--- src/rtl/core/scbpa_pkg.sv ---
// Shared types, constants and reset tables for the size-class pool allocator.
// No dependencies; used by scbpa_pool and size_class_block_pool_allocator_core.
`timescale 1ns / 1ps

package scbpa_pkg;

  // Fixed geometry of the allocator
  localparam int unsigned POOLS      = 4;
  localparam int unsigned MAX_BLOCKS = 32;
  localparam int unsigned BLK_W      = $clog2(MAX_BLOCKS);
  localparam int unsigned CNT_W      = $clog2(MAX_BLOCKS + 1);
  localparam int unsigned PIDX_W     = $clog2(POOLS);
  localparam int unsigned POOL_W     = 3;
  localparam int unsigned BYTES_W    = 16;

  // Operation codes
  localparam logic OP_ALLOC = 1'b0;
  localparam logic OP_FREE  = 1'b1;

  // Result status codes
  localparam logic [1:0] ST_POOL    = 2'd0;
  localparam logic [1:0] ST_HEAP    = 2'd1;
  localparam logic [1:0] ST_INVALID = 2'd2;

  // Register map: byte sizes first, block totals from this index on
  localparam logic [2:0] REG_TOTAL_BASE = 3'd4;

  // Pool number that stands for a heap handle
  localparam logic [POOL_W-1:0] HEAP_POOL = POOL_W'(POOLS);

  // Command word from the decision logic into one pool
  typedef struct packed {
    logic             rebuild;
    logic [CNT_W-1:0] rebuild_total;
    logic             pop;
    logic             push;
    logic [BLK_W-1:0] blk;
  } pool_cmd_t;

  // Status word from one pool back to the decision logic
  typedef struct packed {
    logic [CNT_W-1:0] depth;
    logic [CNT_W-1:0] total;
    logic [BLK_W-1:0] top_blk;
    logic             blk_marked;
  } pool_stat_t;

  function automatic logic [BYTES_W-1:0] reset_bytes(input logic [1:0] p);
    logic [BYTES_W-1:0] v;
    unique case (p)
      2'd0: v = 16'd64;
      2'd1: v = 16'd256;
      2'd2: v = 16'd1024;
      2'd3: v = 16'd4096;
    endcase
    return v;
  endfunction

  function automatic logic [CNT_W-1:0] reset_total(input logic [1:0] p);
    logic [CNT_W-1:0] v;
    unique case (p)
      2'd0: v = 6'd32;
      2'd1: v = 6'd16;
      2'd2: v = 6'd8;
      2'd3: v = 6'd4;
    endcase
    return v;
  endfunction

  // Clamp a written block total into 1..MAX_BLOCKS
  function automatic logic [CNT_W-1:0] clamp_total(input logic [CNT_W-1:0] v);
    logic [CNT_W-1:0] r;
    if (v == '0) begin
      r = CNT_W'(1);
    end else if (v > CNT_W'(MAX_BLOCKS)) begin
      r = CNT_W'(MAX_BLOCKS);
    end else begin
      r = v;
    end
    return r;
  endfunction

endpackage

--- src/rtl/core/scbpa_pool.sv ---
// One fixed-block pool: LIFO free stack of block indices, allocated marks,
// stack depth and block total. Depends on scbpa_pkg.
`timescale 1ns / 1ps

module scbpa_pool
  import scbpa_pkg::*;
#(
  parameter int unsigned POOL_ID = 0
) (
  input  logic       clk,
  input  logic       rst_n,
  input  pool_cmd_t  cmd,
  output pool_stat_t stat
);

  logic [BLK_W-1:0] stack_r [MAX_BLOCKS];
  logic [MAX_BLOCKS-1:0] mark_r;
  logic [CNT_W-1:0] depth_r;
  logic [CNT_W-1:0] total_r;
  logic [CNT_W-1:0] depth_dec;
  logic [BLK_W-1:0] top_idx;
  logic [CNT_W-1:0] rst_total;

  assign rst_total = reset_total(2'(POOL_ID));
  assign depth_dec = depth_r - CNT_W'(1);
  assign top_idx   = depth_dec[BLK_W-1:0];

  // Status back to the decision logic
  assign stat.depth      = depth_r;
  assign stat.total      = total_r;
  assign stat.top_blk    = stack_r[top_idx];
  assign stat.blk_marked = mark_r[cmd.blk];

  // Stack, marks and depth; reset and rebuild refill the whole stack at once
  always_ff @(posedge clk) begin
    if (!rst_n) begin
      total_r <= rst_total;
      depth_r <= rst_total;
      mark_r  <= '0;
      for (int i = 0; i < MAX_BLOCKS; i++) begin
        stack_r[i] <= BLK_W'(i);
      end
    end else if (cmd.rebuild) begin
      total_r <= cmd.rebuild_total;
      depth_r <= cmd.rebuild_total;
      mark_r  <= '0;
      for (int i = 0; i < MAX_BLOCKS; i++) begin
        stack_r[i] <= BLK_W'(i);
      end
    end else if (cmd.pop) begin
      depth_r         <= depth_dec;
      mark_r[stack_r[top_idx]] <= 1'b1;
    end else if (cmd.push) begin
      stack_r[depth_r[BLK_W-1:0]] <= cmd.blk;
      mark_r[cmd.blk] <= 1'b0;
      depth_r         <= depth_r + CNT_W'(1);
    end
  end

endmodule

--- config.mk ---
export PLATFORM = sky130hd
export DESIGN_NAME = scbpa_pool
export DESIGN_NICKNAME = d
export VERILOG_FILES = /design/src/rtl/core/scbpa_pkg.sv /design/src/rtl/core/scbpa_pool.sv
export SDC_FILE = /design/constraint.sdc
export NUM_CORES = 1
export LEC_CHECK = 0
export CAP_MARGIN = 20
export CORE_MARGIN = 2
export CORE_UTILIZATION = 43
export DETAILED_ROUTE_END_ITERATION = 10
export DONT_BUFFER_PORTS = 1
export HOLD_SLACK_MARGIN = 0.06
export MAX_ROUTING_LAYER = met4
export PLACE_DENSITY = 0.62
export SLEW_MARGIN = 20
export SYNTH_ARGS = -nofsm -noshare
export SYNTH_HDL_FRONTEND = slang
export SYNTH_SLANG_ARGS = --single-unit
--- constraint.sdc ---
create_clock -name clk -period 5.3 [get_ports clk]
set_input_delay 0.795 -clock clk [delete_from_list [all_inputs] [get_ports clk]]
set_output_delay 0.795 -clock clk [all_outputs]
set_load 0.005 [all_outputs]
**Word-level counts from Yosys, hierarchy flattened**

Memory sizes are Yosys's and may differ from the RTL's.
Index checks and enable logic that the tools add are counted.

- Bitwise operators: 36
- Add/subtract/negate cells: 2
- Muxes and demuxes: 55
- Magnitude comparators: 4
- Reductions and logical operators: 6

Operators with widths:

| operator | number |
|---|---|
| $mux W5 | 34 |
| $mux W32 | 2 |
| $and A32 B32 Y32 | 1 |
| $not A32 Y32 | 1 |
| $or A1 B1 Y1 | 32 |
| $or A32 B32 Y32 | 1 |
| $mux W6 | 3 |
| $mux W1 | 13 |
| $lt A5 B6 Y1 const B | 2 |
| $demux W1 S5 | 2 |
| $ge A5 B1 Y1 const B | 2 |
| $add A6 B1 Y6 const B | 1 |
| $sub A6 B1 Y6 const B | 1 |
| $bmux W1 S5 | 1 |
| $reduce_or A5 Y1 | 1 |
| $reduce_bool A3 Y1 | 1 |
| $logic_and A1 B1 Y1 | 2 |
| $reduce_bool A2 Y1 | 1 |
| $reduce_or A2 Y1 | 1 |
| $not A1 Y1 | 1 |

- Input bits: 16
- Output and inout bits: 18
- Memories kept: 1
- Flip-flop bits (word level): 44
- Bits in writable memories: 160

Memory list:

| name | depth | width | rd ports | clocked after memory_dff | write ports | line | text |
|---|---|---|---|---|---|---|---|
| stack_r | 32 | 5 | 1 | 0 | 32 | scbpa_pool.sv:16 | `logic [BLK_W-1:0] stack_r [MAX_BLOCKS];` |

**Depth between registers and ports, before layout**

Gate-level depths: netlist of run 1.

- Depth in word-level cells: 8
- Mapped depth: 17
- Depth with buffers taken out: 9

**Worst setup path before layout of run 1**

No wires, ideal clock.

- Path kind: flip-flop to output port
- Start point: register depth_r[0]
- End point: output port stat[5] (netlist name)
- Slack: 1.278 ns
- Cell stages (with the launch flop): 16
- Data arrival time: 3.227 ns
- Required time: 4.505 ns
- Cells stage by stage: dfxtp_1 buf_6 buf_6 buf_6 clkinv_1 ha_1 buf_2 buf_4 buf_4 buf_4 mux4_2 mux2_2 o221a_2 nand2_4 inv_2 buf_6

RTL lines:

| what | line | text |
|---|---|---|
| start, declared | scbpa_pool.sv:18 | `logic [CNT_W-1:0] depth_r;` |
| start signal, assigned | scbpa_pool.sv:38 | `depth_r <= rst_total;` |
| start signal, assigned | scbpa_pool.sv:45 | `depth_r <= cmd.rebuild_total;` |
| start signal, assigned | scbpa_pool.sv:51 | `depth_r <= depth_dec;` |
| end, declared | scbpa_pool.sv:13 | `output pool_stat_t stat` |

==> flow_metrics.env, run 1 <==
export IMPL_run_status="complete, no violations"
export IMPL_critPathSlowestCell="sky130_fd_sc_hd__ha_2"
export IMPL_pin_count=34
export IMPL_number_of_buffers_and_inverters_on_the_critical_path=2
export IMPL_sequential_to_total_area_share_from_yosys_stat_pct=55.31
export IMPL_critical_path_startpoint_type="register"
export IMPL_antenna_cells_inserted=0
export IMPL_finished_layout_cells=1166
export IMPL_tritoncts="yes"
export IMPL_worst_clock_skew_ns=0.01302
export IMPL_postSynthAreaPerCell_um2=11.64
export IMPL_timing_hold_violations_final=0
export IMPL_number_of_antenna_violations_at_the_first_check_in_global_routing=0
export IMPL_drcViolationCount=0
export IMPL_chipWidth_um=158.6
export IMPL_crit_chain="clkinv_1 > ha_2 > a2111oi_0 > o41ai_1 > o221a_2 > nand2_4 > inv_2"
export IMPL_setup_reg_to_reg_worst_slack_ns=1.16
export IMPL_detail_route_antenna_nets=0
export IMPL_postSynthNetCount=904
export IMPL_async_flop_share_pct=0
export IMPL_grt_usage_pct=22.23
export IMPL_nets=855
export IMPL_postCtsResizedCells=0
export IMPL_cts_root_buffer="sky130_fd_sc_hd__clkbuf_16"
export IMPL_report_power_total_mw=3.694
export IMPL_hp_class="in2reg"
export IMPL_detailed_place_hpwl_um=16960
export IMPL_slew_limit_headroom_pct=29.62
export IMPL_setup_tns_ns=0
export IMPL_critical_path_max_stage_delay_ns=1.09
export IMPL_detailedRoute_firstIterationViolations=693
export IMPL_yosys_warnings=0
export IMPL_start_util_pct=43.80
export IMPL_synth_edff_count=160
export IMPL_first_pass_iteration_count_of_the_detailed_router=5
export IMPL_ys_dominant_reg_cell="sky130_fd_sc_hd__edfxtp_1"
export IMPL_grt_overflow=0
export IMPL_cts_repair_timing_setup_buffer_count=0
export IMPL_floorplan_core_area_um2=23470
export IMPL_worst_path_max_fanout=43
export IMPL_post_route_period_util_pct=86.97
export IMPL_placed_area_um2=10400
export IMPL_max_cap_violations=0
export IMPL_timing_final_setup_violations=0
export IMPL_vias_in_the_first_global_route=7116
export IMPL_num_vias=7212
export IMPL_numClockSinks=204
export IMPL_yosys_area_top_type_share_pct=46.74
export IMPL_worst_slew_pin_slew_ns=1.056
export IMPL_fraction_of_final_layout_cells_with_drive_strength_greater_than_1_pct=13.81
export IMPL_die_height_um=158.6
export IMPL_cell_area_synth_um2=10280
export IMPL_cts_hold_fix_buffers=0
export IMPL_num_fill_cells=2113
export IMPL_rsz0062_at_grt="false"
export IMPL_path_class="reg2out"
export IMPL_netlist_top_cells_area="sky130_fd_sc_hd__edfxtp_1 (47%), sky130_fd_sc_hd__mux4_2 (9.2%), sky130_fd_sc_hd__dfxtp_1 (8.6%)"
export IMPL_fp_row_count=56
export IMPL_p_leak_nw=3.477
export IMPL_path_depth=7
export IMPL_yosysTopAreaCell="sky130_fd_sc_hd__edfxtp_1"
export IMPL_drt_wirelength_per_cell_um=23.06
export IMPL_grt_pass1_wl_um=41340
export IMPL_arrival_time_of_the_worst_setup_path_ns=3.81
export IMPL_gpl_final_weighted_congestion=0.8930
export IMPL_clkSlewWorstSetupHoldPaths_ns=0.06
export IMPL_required_ns=4.51
export IMPL_post_place_cells=1129
export IMPL_htree_levels=1
export IMPL_synth_cells=883
export IMPL_postRouteWirelength_um=26890
export IMPL_powerDensity_nw_per_um2=334.6
export IMPL_final_area_um2=11040
export IMPL_max_clock_path_buffers=3
export IMPL_grt_max_degree=54
export IMPL_fin_worst_hold_slack_ns=0.3619
export IMPL_die_outline_area_um2=25160
export IMPL_yosysUniqueCellTypes=62
export IMPL_timing_max_transition_violations_final=0
export IMPL_clock_latency_ns=0.51
export IMPL_numPortBuffers=0
export IMPL_number_of_cells_on_the_worst_hold_path=1
export IMPL_yosys_register_bits=204
export IMPL_synthToLayoutAreaGrowth_pct=7.400
export IMPL_critical_path_top_delay_family="compound AO/OA/AOI/OAI gates"
export IMPL_timing_fmax_mhz=216.9
export IMPL_cts_buffers=22
export IMPL_peak_vdd_ir_mv=0.1963
export IMPL_viasPerCell=6.185
export IMPL_final_period_minus_worst_setup_slack_ns=4.609
export IMPL_crit_path_end_kind="primary output"
export IMPL_worstRegToRegCells=9
-- layout by cell type (no fill, tap or decap), types with 23 or more instances in the layout --
cell	instances
sky130_fd_sc_hd__edfxtp_1	160
sky130_fd_sc_hd__or3_1	24
sky130_fd_sc_hd__mux4_2	42
sky130_fd_sc_hd__clkbuf_16	23
sky130_fd_sc_hd__o211ai_1	33
sky130_fd_sc_hd__and3_1	30
sky130_fd_sc_hd__nor2_1	48
sky130_fd_sc_hd__nand2_1	98
sky130_fd_sc_hd__dfxtp_1	43
sky130_fd_sc_hd__nor3_1	25
sky130_fd_sc_hd__o21ai_0	27
sky130_fd_sc_hd__nand3_1	68
-- cells in the mapped netlist, types with 24 or more instances --
master and number:
sky130_fd_sc_hd__and3_1 30, sky130_fd_sc_hd__clkbuf_1 62, sky130_fd_sc_hd__dfxtp_1 44, sky130_fd_sc_hd__edfxtp_1 160, sky130_fd_sc_hd__mux4_2 42, sky130_fd_sc_hd__nand2_1 98, sky130_fd_sc_hd__nand3_1 68, sky130_fd_sc_hd__nor2_1 48
sky130_fd_sc_hd__nor3_1 25, sky130_fd_sc_hd__o211ai_1 33, sky130_fd_sc_hd__o21ai_0 27, sky130_fd_sc_hd__or3_1 24
-- metal layers --
layer / up-vias / GRT usage (%) / part of all wire (%)
met1: 3617 / 30.29 / 43
li1: 3260 / - / -
met5: - / - / 0
met4: 0 / 6.735 / 2.3
met2: 286 / 34.57 / 47
met3: 49 / 3.511 / 6.9
-- worst paths after layout --
| check | from | endpoint |
|---|---|---|
| hold reg to reg | total_r[2] | total_r[2] |
| hold / removal | rst_n | total_r[5] |
| setup / recovery | depth_r[0] | stat[5] |
| setup reg to reg | depth_r[0] | mark_r[20] |
-- power by group --
group / switching, mW / internal (mW) / leakage [nW]
sequential: 0.0208 / 1.76 / 1.84
clock: 0.605 / 0.809 / 0.314
combinational: 0.347 / 0.154 / 1.33
total: 0.973 / 2.72 / 3.48
-- registers in the layout, indices dropped and copies added, names as in the netlist --
signal   flops
total_r      6
mark_r      32
stack_r    160
depth_r      6
-- stage by stage --
| step | setup slack (ns) | util (%) |
|---|---|---|
| CTS | 0.6847 | 47.04 |
| global placement | 1.109 | 44.31 |
| finish | 0.6905 | 47.04 |
| floorplan | 1.278 | - |
| global route | 0.4792 | 47.04 |
| detailed placement | 1.102 | 44.31 |
-- final cells by class --
class | count | area (um2) | area share [%]
clock buffers | 34 | 628.1 | 5.689
flip-flops and latches | 204 | 5687 | 51.51
inverters | 10 | 37.54 | 0.3400
repair buffers | 17 | 127.6 | 1.156
multi-input cells | 579 | 4149 | 37.58
clock inverters | 3 | 12.51 | 0.1133
well taps | 319 | 399.1 | 3.615
-- cell families (layout without fill, tap and decap cells) --
family          Yosys count  after routing  synth area share (%)
compound gates          144            144                 10.11
xor+xnor                  8              8                0.8642
fa+ha+maj                 5              5                0.6086
buf+inv                 100             64                 4.430
flops                   204            204                 55.31
mux                      60             60                 10.97
simple gates            362            362                 17.71
Power figures use the tool's default switching activity.
==> run 2: changes to the inputs <==
--- a/config.mk
+++ b/config.mk
@@ -6,6 +6,7 @@
 export NUM_CORES = 1
 export LEC_CHECK = 0
 export CAP_MARGIN = 20
+export CORE_ASPECT_RATIO = 1.25
 export CORE_MARGIN = 2
 export CORE_UTILIZATION = 43
 export DETAILED_ROUTE_END_ITERATION = 10
==> flow_metrics.env, run 2 (synthesis gave the netlist of run 1 again) <==
export IMPL_slew_limit_headroom_pct=27.74
export IMPL_grt_pass1_wl_um=41860
export IMPL_timing_fmax_mhz=215.3
export IMPL_cts_hold_fix_buffers=0
export IMPL_antenna_cells_inserted=0
export IMPL_seqPwrFrac_pct=46.5
export IMPL_crit_chain="clkinv_1 > ha_1 > xor2_4 > a2111oi_0 > o41ai_1 > o221a_2 > nand2_4 > inv_2"
export IMPL_regMostFlops="stack_r"
export IMPL_num_vias=7220
export IMPL_start_util_pct=43.62
export IMPL_grt_usage_pct=22.39
export IMPL_placed_area_um2=10350
export IMPL_timing_final_setup_violations=0
export IMPL_path_class="reg2out"
export IMPL_leading_cell_type_in_the_layout_fill_and_taps_excluded="sky130_fd_sc_hd__edfxtp_1"
export IMPL_num_fill_cells=2049
export IMPL_cts_root_buffer="sky130_fd_sc_hd__clkbuf_16"
export IMPL_vias_in_the_first_global_route=7185
export IMPL_largest_register_ffs=160
export IMPL_required_ns=4.51
export IMPL_numClockSinks=204
export IMPL_rsz0062_at_grt="false"
export IMPL_critical_path_max_stage_delay_ns=0.71
export IMPL_detailed_place_hpwl_um=17700
export IMPL_powerDensity_nw_per_um2=346.4
export IMPL_worst_clock_skew_ns=0.01738
export IMPL_critPathSlowestCell="sky130_fd_sc_hd__o41ai_1"
export IMPL_post_route_period_util_pct=87.64
export IMPL_fraction_of_final_layout_cells_with_drive_strength_greater_than_1_pct=14.00
export IMPL_chipWidth_um=142.3
export IMPL_max_clock_path_buffers=3
export IMPL_worst_slew_pin_slew_ns=1.084
export IMPL_die_outline_area_um2=25170
export IMPL_gpl_final_weighted_congestion=0.8576
export IMPL_pin_count=34
export IMPL_detail_route_antenna_nets=0
export IMPL_die_height_um=176.9
export IMPL_postRouteWirelength_um=27330
export IMPL_drcViolationCount=0
export IMPL_final_area_um2=11060
export IMPL_hp_class="in2reg"
export IMPL_max_cap_violations=0
export IMPL_p_clk_share_pct=40.4
export IMPL_arrival_time_of_the_worst_setup_path_ns=3.85
export IMPL_numPortBuffers=0
export IMPL_final_cell_mix="sky130_fd_sc_hd__edfxtp_1 (160), sky130_fd_sc_hd__nand2_1 (98), sky130_fd_sc_hd__nand3_1 (68), sky130_fd_sc_hd__nor2_1 (47), sky130_fd_sc_hd__dfxtp_1 (43)"
export IMPL_drt_wirelength_per_cell_um=24.08
export IMPL_cell_internal_pwr_mw=2.853
export IMPL_setup_tns_ns=0
export IMPL_cts_repair_timing_setup_buffer_count=0
export IMPL_worst_path_max_fanout=17
export IMPL_final_period_minus_worst_setup_slack_ns=4.645
export IMPL_timing_max_transition_violations_final=0
export IMPL_postCtsResizedCells=0
export IMPL_cts_buffers=20
export IMPL_grt_overflow=0
export IMPL_tritoncts="yes"
export IMPL_clock_latency_ns=0.50
export IMPL_synthToLayoutAreaGrowth_pct=7.583
export IMPL_clkSlewWorstSetupHoldPaths_ns=0.06
export IMPL_fin_worst_hold_slack_ns=0.3822
export IMPL_fp_row_count=63
export IMPL_run_status="complete, no violations"
export IMPL_first_pass_iteration_count_of_the_detailed_router=5
export IMPL_layout_top_registers="stack_r x160, mark_r x32"
export IMPL_grt_max_degree=61
export IMPL_viasPerCell=6.361
export IMPL_p_switching_mw=0.9790
export IMPL_htree_levels=1
export IMPL_power_frac_comb_pct=13.0
export IMPL_critical_path_startpoint_type="register"
export IMPL_setup_reg_to_reg_worst_slack_ns=1.14
export IMPL_floorplan_core_area_um2=23570
export IMPL_switching_share_pct=25.55
export IMPL_number_of_antenna_violations_at_the_first_check_in_global_routing=0
export IMPL_p_leak_nw=3.498
export IMPL_peak_vdd_ir_mv=0.1553
export IMPL_post_route_util_pct=46.92
export IMPL_timing_hold_violations_final=0
export IMPL_detailedRoute_firstIterationViolations=644
export IMPL_crit_path_end_kind="primary output"
export IMPL_nets=851
## run 2: path summary, 6_finish.rpt
kind | endpoint | cells after the start | startpoint
min | total_r[5] | 1 | rst_n
max | stat[5] | 8 | depth_r[0]
min reg2reg | total_r[0] | 2 | total_r[0]
max reg2reg | mark_r[0] | 10 | depth_r[1]
## run 2: power groups by stage
stage / Clock, mW / Combinational (mW) / Sequential [mW]
CTS: 1.56 / 0.493 / 1.78
finish: 1.55 / 0.499 / 1.78
floorplan: 0 / 0.396 / 1.80
global route: 1.62 / 0.535 / 1.79
global placement: 0 / 0.489 / 1.82
detailed placement: 0 / 0.492 / 1.82
## run 2: critical path, delay by kind of cell, from the launching register on
family,cells,cell delay [ns]
AND/OR/NAND/NOR,1,0.10
flip-flops,1,0.32
AO/OA/AOI/OAI,3,1.26
XOR/XNOR,1,0.63
adder cells (fa/ha/maj),1,0.50
buffers and inverters,2,0.53
## run 2: area by class of cell
| cell class | count | area, um2 | share of cell area (%) |
|---|---|---|---|
| inverter | 10 | 37.54 | 0.3394 |
| clock buffer | 26 | 564.3 | 5.102 |
| timing repair buffer | 15 | 112.6 | 1.018 |
| sequential | 204 | 5687 | 51.42 |
| clock inverter | 9 | 141.4 | 1.278 |
| tap | 292 | 365.4 | 3.304 |
| multi-input combinational | 579 | 4151 | 37.54 |
## run 2: per-layer routing
layer  track usage, %  wire (um)
met3            3.490       2072
met2            36.98      13350
met1            26.88      10500
met5                -          0
met4            10.93       1402
## run 2: per-stage QoR
stage               std cells  total power [mW]  setup slack [ns]
finish                   1135             3.831            0.6553
global route             1135             3.941            0.4854
CTS                      1135             3.840            0.6443
detailed placement       1100             2.309             1.150
global placement         1100             2.307             1.203
floorplan                 883             2.198             1.278
